### src/assert_macros.svh
// Assertion macros for the order matcher.
// Empty bodies when SYNTHESIS is defined.
`ifndef ASSERT_MACROS_SVH
`define ASSERT_MACROS_SVH
`ifndef SYNTHESIS
`define ASSERT_IMPL(label, clk, rst_n, prop) \
    label: assert property (@(posedge clk) disable iff (!rst_n) prop) \
        else $error("assertion failed");
`define ASSERT_RST(label, clk, prop) \
    label: assert property (@(posedge clk) prop) else $error("assertion failed");
`else
`define ASSERT_IMPL(label, clk, rst_n, prop)
`define ASSERT_RST(label, clk, prop)
`endif
`endif

### src/lom_pkg.sv
// Types and codes shared by the order matcher modules.
// No dependencies.
package lom_pkg;
    localparam int unsigned PRICE_W = 32;
    localparam int unsigned QTY_W   = 24;
    localparam int unsigned IDENT_W = 32;
    localparam int unsigned ARR_W   = 32;

    typedef enum logic [1:0] {
        OUT_MORE    = 2'd0,
        OUT_FILLED  = 2'd1,
        OUT_RESTED  = 2'd2,
        OUT_DROPPED = 2'd3
    } t_outcome;

    typedef enum logic [2:0] {
        ST_IDLE,
        ST_SCAN,
        ST_DECIDE,
        ST_FILL,
        ST_REST
    } t_state;

    typedef struct packed {
        logic load;
        logic scan_clear;
        logic scan_step;
        logic fill;
        logic rest;
        logic emit_none;
        logic emit_more;
        logic emit_final;
    } t_cmd;

    typedef struct packed {
        logic scan_done;
        logic found;
        logic remaining_zero;
        logic fill_count_full;
        logic free_found;
        logic any_fill;
    } t_status;
endpackage

### src/lom_controller.sv
// Sequencer of the order matcher: scan, fill, rest.
// Depends on lom_pkg.
module lom_controller (
    input  logic             i_clk,
    input  logic             i_rst_n,
    input  logic             i_start,
    output logic             o_busy,
    output lom_pkg::t_cmd    o_cmd,
    input  lom_pkg::t_status i_status
);
    import lom_pkg::*;

    t_state r_state, n_state;

    always_ff @(posedge i_clk) begin
        if (!i_rst_n) begin
            r_state <= ST_IDLE;
        end else begin
            r_state <= n_state;
        end
    end

    always_comb begin
        n_state = r_state;
        o_cmd   = '0;
        o_busy  = r_state != ST_IDLE;
        case (r_state)
            ST_IDLE: begin
                if (i_start) begin
                    o_cmd.load       = 1'b1;
                    o_cmd.scan_clear = 1'b1;
                    n_state          = ST_SCAN;
                end
            end
            ST_SCAN: begin
                o_cmd.scan_step = 1'b1;
                if (i_status.scan_done) begin
                    n_state = ST_DECIDE;
                end
            end
            ST_DECIDE: begin
                if (!i_status.remaining_zero && i_status.found) begin
                    o_cmd.emit_more = i_status.any_fill;
                    n_state         = ST_FILL;
                end else begin
                    n_state = ST_REST;
                end
            end
            ST_FILL: begin
                o_cmd.fill = 1'b1;
                if (i_status.fill_count_full) begin
                    n_state = ST_REST;
                end else begin
                    o_cmd.scan_clear = 1'b1;
                    n_state          = ST_SCAN;
                end
            end
            ST_REST: begin
                o_cmd.rest       = !i_status.remaining_zero;
                o_cmd.emit_none  = !i_status.any_fill;
                o_cmd.emit_final = i_status.any_fill && !i_status.remaining_zero;
                n_state          = ST_IDLE;
            end
            default: n_state = ST_IDLE;
        endcase
    end
endmodule

### config.mk
export PLATFORM = sky130hd
export DESIGN_NAME = lom_controller
export DESIGN_NICKNAME = d
export VERILOG_FILES = /design/src/assert_macros.svh /design/src/lom_pkg.sv /design/src/lom_controller.sv
export SDC_FILE = /design/constraint.sdc
export NUM_CORES = 1
export LEC_CHECK = 0
export BUFFER_PORTS_ARGS = -buffer_cell sky130_fd_sc_hd__buf_2
export CORE_AREA = 2 2 39 41
export CTS_CLUSTER_SIZE = 24
export DETAILED_ROUTE_END_ITERATION = 16
export DIE_AREA = 0 0 41 43
export PLACE_DENSITY = 0.4
export SETUP_SLACK_MARGIN = 0.15
export SLEW_MARGIN = 20
export SYNTH_ARGS = -nofsm -noshare
export SYNTH_HDL_FRONTEND = slang
export SYNTH_SLANG_ARGS = --single-unit
export TNS_END_PERCENT = 1
### constraint.sdc
create_clock -name i_clk -period 1.75 [get_ports i_clk]
set_clock_uncertainty 0.2 [all_clocks]
set_input_delay 0.35 -clock i_clk [delete_from_list [all_inputs] [get_ports i_clk]]
set_output_delay 0.35 -clock i_clk [all_outputs]
set_load 0.03 [all_outputs]
Word level (Yosys, flattened, before mapping)
Cells that the tools add are included. W data, S select, Z words.

Memories kept: 0. Bits in latches: 0. Register bits: 3. ROM bits: 0. RAM bits: 0. Logic and storage cells: 29. Input port bits: 9.

Div/mod/pow operators: 0. Muxes and demuxes: 15. Order comparisons: 0. Shift operators: 0. $mul: 0. Eq/ne operators: 6. Reductions and logical operators: 7. Add/subtract/negate cells: 0. Bitwise operators: 0.

Operators with widths (number): $mux W3 (4); $pmux W3 S4 (1); $mux W1 (7); $eq A3 B2 Y1 const B (2); $mux W2 (2); $ne A2 B2 Y1 const B (2); $eq A3 B1 Y1 const B (1); $eq A3 B3 Y1 const B (1); $logic_not A3 Y1 (1); $reduce_bool A3 Y1 (1); $logic_and A1 B1 Y1 (2); $logic_not A1 Y1 (2); $pmux W1 S2 (1); $reduce_and A2 Y1 (1).

Depth between registers and ports, before layout
Depth in word-level cells: 4. Gate-level depth with buffers: 4. Depth with buffers taken out: 3.

Least setup slack after synthesis
Ideal clock, no wire load.

Path kind: reg2out. From: register r_state[1]. To: output o_cmd[7] in the netlist's numbering. Arrival time: 1.415 ns. Required time: 1.200 ns. Cell stages (with the launch flop): 4. Setup slack: -0.215 ns. Buffers on the path: 1. Cell sequence: dfxtp_1 buf_4 or3_1 nor2_1.

RTL lines: start: declaration (RTL line lom_controller.sv:13) `t_state r_state, n_state;`; start signal: assignment (RTL line lom_controller.sv:19) `r_state <= n_state;`; end: declaration (RTL line lom_controller.sv:8) `output lom_pkg::t_cmd o_cmd,`.

==> reports/results.ini <==
[clock_network]
clock-sinks=3
h-tree-depth=1
postCtsHoldBufs=0
post_cts_buffers=0
root_buffer=clkbuf_4
clkTransAtPathRegs_ns=0.04
cts-buffers-inserted=3
cts_buffer_depth=2
clkLatencyLatePin_ns=0.23
cts_tree=yes

[global_routing]
grt_use_total_pct=7.82
grt_pass1_vias=247
overflow=0
antenna_found_initial=0
grt_first_pass_wirelength_microns=959
grt_max_degree=11

[cells_and_area]
num-nets-final=65
drive_gt1_share_pct=69.1
syn_to_final_growth_pct=97.0
largest_reg_flops=3
largest_register=r_state
final_cell_mix=8 x buf_2, 8 x buf_4, 6 x buf_6
top_regs=r_state x3
insertedDiodeCount=0

[floorplanning]
pin_count=18
dieHeight_microns=43
die_area_sq_um=1760
initial_utilization_pct=17.9
core_area_sq_um=1380
die_x_microns=41
num_rows=14

[drt]
post-route-drc-count=0
ant_nets=0
first_pass_iters=1
totalWireLength_microns=675
vias=299
vias_per_cell=4.21
drtIter0Drc=0
wl_per_cell_microns=9.51

[timing]
hold_ws_ns=0.195
fin_crit_sh_pct=106
max_slew.worst_pin.slew_ns=0.219
timing.fmax_mhz=541
setup_viol=6
fin_ws_ns=-0.0981
period_minus_slack_ns=1.85
slew_violations=0
rsz0062_at_grt=yes
finalHoldViolations=0
slew_headroom_pct=85.3

[critical_path]
cp.required_ns=1.20
slowest_delay_ns=0.40
arrival_ns=1.30
crit_path_max_fanout=2
endpoint_kind=primary output
worst_setup_path_start_kind=register
critPathKind=reg2out
slowest_stage=or3b_4
path_cells=or3b_4 > nor2_4 > and2_4 > buf_6

[power]
vdd.ir_drop.worst_v=0.000357
p_leak_uw=0.000229
powerDensity_nw_per_um2=627
fin_total_pwr_uw=306

[yosys]
ys_seq_area_share_pct=24.2
synth_nets=40
syn_area_sq_um=248
ys_types=21
yosysWarnings=0
syn_area_per_cell_sq_um=7.99
synth_seq_cells=3
syn_inst=31

[outcome]
outcome=finished with violations
violations=negative setup slack

[placement]
gp_congestion=0.641
place_hpwl_microns=519
port_buffers=16

[worst_hold_path]
hp-class=in2reg

[run]
cap_viol_max_count=0

-- report_power, final --
part	switching (uW)	internal (uW)	leakage (uW)	total, uW
clock network	34.1	85.3	0.0000150	119
registers	2.21	73.4	0.0000258	75.6
logic	57.4	53.6	0.000188	111
-- cell type report --
cell class / instances / area (sq um)
multi-input cells: 25 / 206
inverters: 1 / 3.75
flip-flops and latches: 3 / 63.8
well taps: 16 / 20.0
fillers: 159 / 896
clock buffers: 4 / 26.3
repair buffers: 22 / 168
-- timing repair --
| item | 4_1_cts | 5_1_grt |
|---|---|---|
| gates resized for setup | 16 | 7 |
| setup endpoints to repair | 9 | 9 |
| pin swaps | 1 | 2 |
-- synthesized netlist by cell type, drive strengths merged --
| cell | number | share of area (%) |
|---|---|---|
| a21oi | 2 | 4.0 |
| a211oi | 2 | 6.1 |
| and4b | 1 | 4.0 |
| mux2 | 1 | 4.5 |
| inv | 1 | 1.5 |
| or3 | 1 | 2.5 |
| nor2 | 3 | 5.6 |
| and4bb | 1 | 5.0 |
| nand2b | 2 | 5.0 |
| or3b | 1 | 3.5 |
| clkbuf | 1 | 1.5 |
| and3b | 1 | 3.5 |
| nand2 | 1 | 1.5 |
| buf | 1 | 3.0 |
| nor2b | 2 | 5.0 |
| o21ai | 1 | 2.0 |
| dfxtp | 3 | 24 |
| and2 | 2 | 5.0 |
| nand3b | 3 | 9.1 |
| nor3b | 1 | 3.0 |
-- cells by family (layout without fill, tap and decap cells) --
group	after synthesis	after routing	synth area share (%)
AND/OR/NAND/NOR	19	19	53.0
AO/OA/AOI/OAI	5	5	12.1
flip-flops	3	3	24.2
buffers and inverters	3	27	6.06
multiplexers	1	1	4.55
-- through the flow --
step | setup TNS [ns] | worst slack [ns] | std cells | area [sq um] | utilization [%]
after floorplan | -0.192 | -0.0884 | 31 | 262 | -
after global placement | 0 | 0.0790 | 67 | 395 | 28.6
after detailed placement | 0 | 0.0640 | 67 | 395 | 28.6
after CTS | -0.395 | -0.106 | 71 | 468 | 33.8
after global routing | -0.593 | -0.140 | 71 | 488 | 35.3
final | -0.274 | -0.0981 | 71 | 488 | 35.3
-- metal layers --
layer / up-vias / GRT usage, % / share of wire (%)
li1: 156 / - / -
met2: 12 / 10.6 / 48
met1: 131 / 11.2 / 45
met3: 0 / 1.57 / 7.0
met5: - / 0 / 0
met4: 0 / 4.00 / 0
-- path summary, 6_finish.rpt --
path / start / endpoint / slack [ns] / cells after the start
worst min register to register: r_state[1]$_SDFFE_PN0P_ / r_state[1]$_SDFFE_PN0P_ / 0.45 / 3
worst min-delay path: i_status[5] / r_state[1]$_SDFFE_PN0P_ / 0.20 / 3
worst max-delay path: r_state[0]$_SDFFE_PN0P_ / o_cmd[0] / -0.1 / 4
worst max register to register: r_state[1]$_SDFFE_PN0P_ / r_state[0]$_SDFFE_PN0P_ / 0.39 / 3
-- critical path, delay by kind of cell (launching register included) --
| kind | cells | cell delay, ns |
|---|---|---|
| buffers and inverters | 1 | 0.12 |
| and+or+nand+nor | 3 | 0.63 |
| DFF | 1 | 0.31 |
Power figures use the tool's default switching activity.
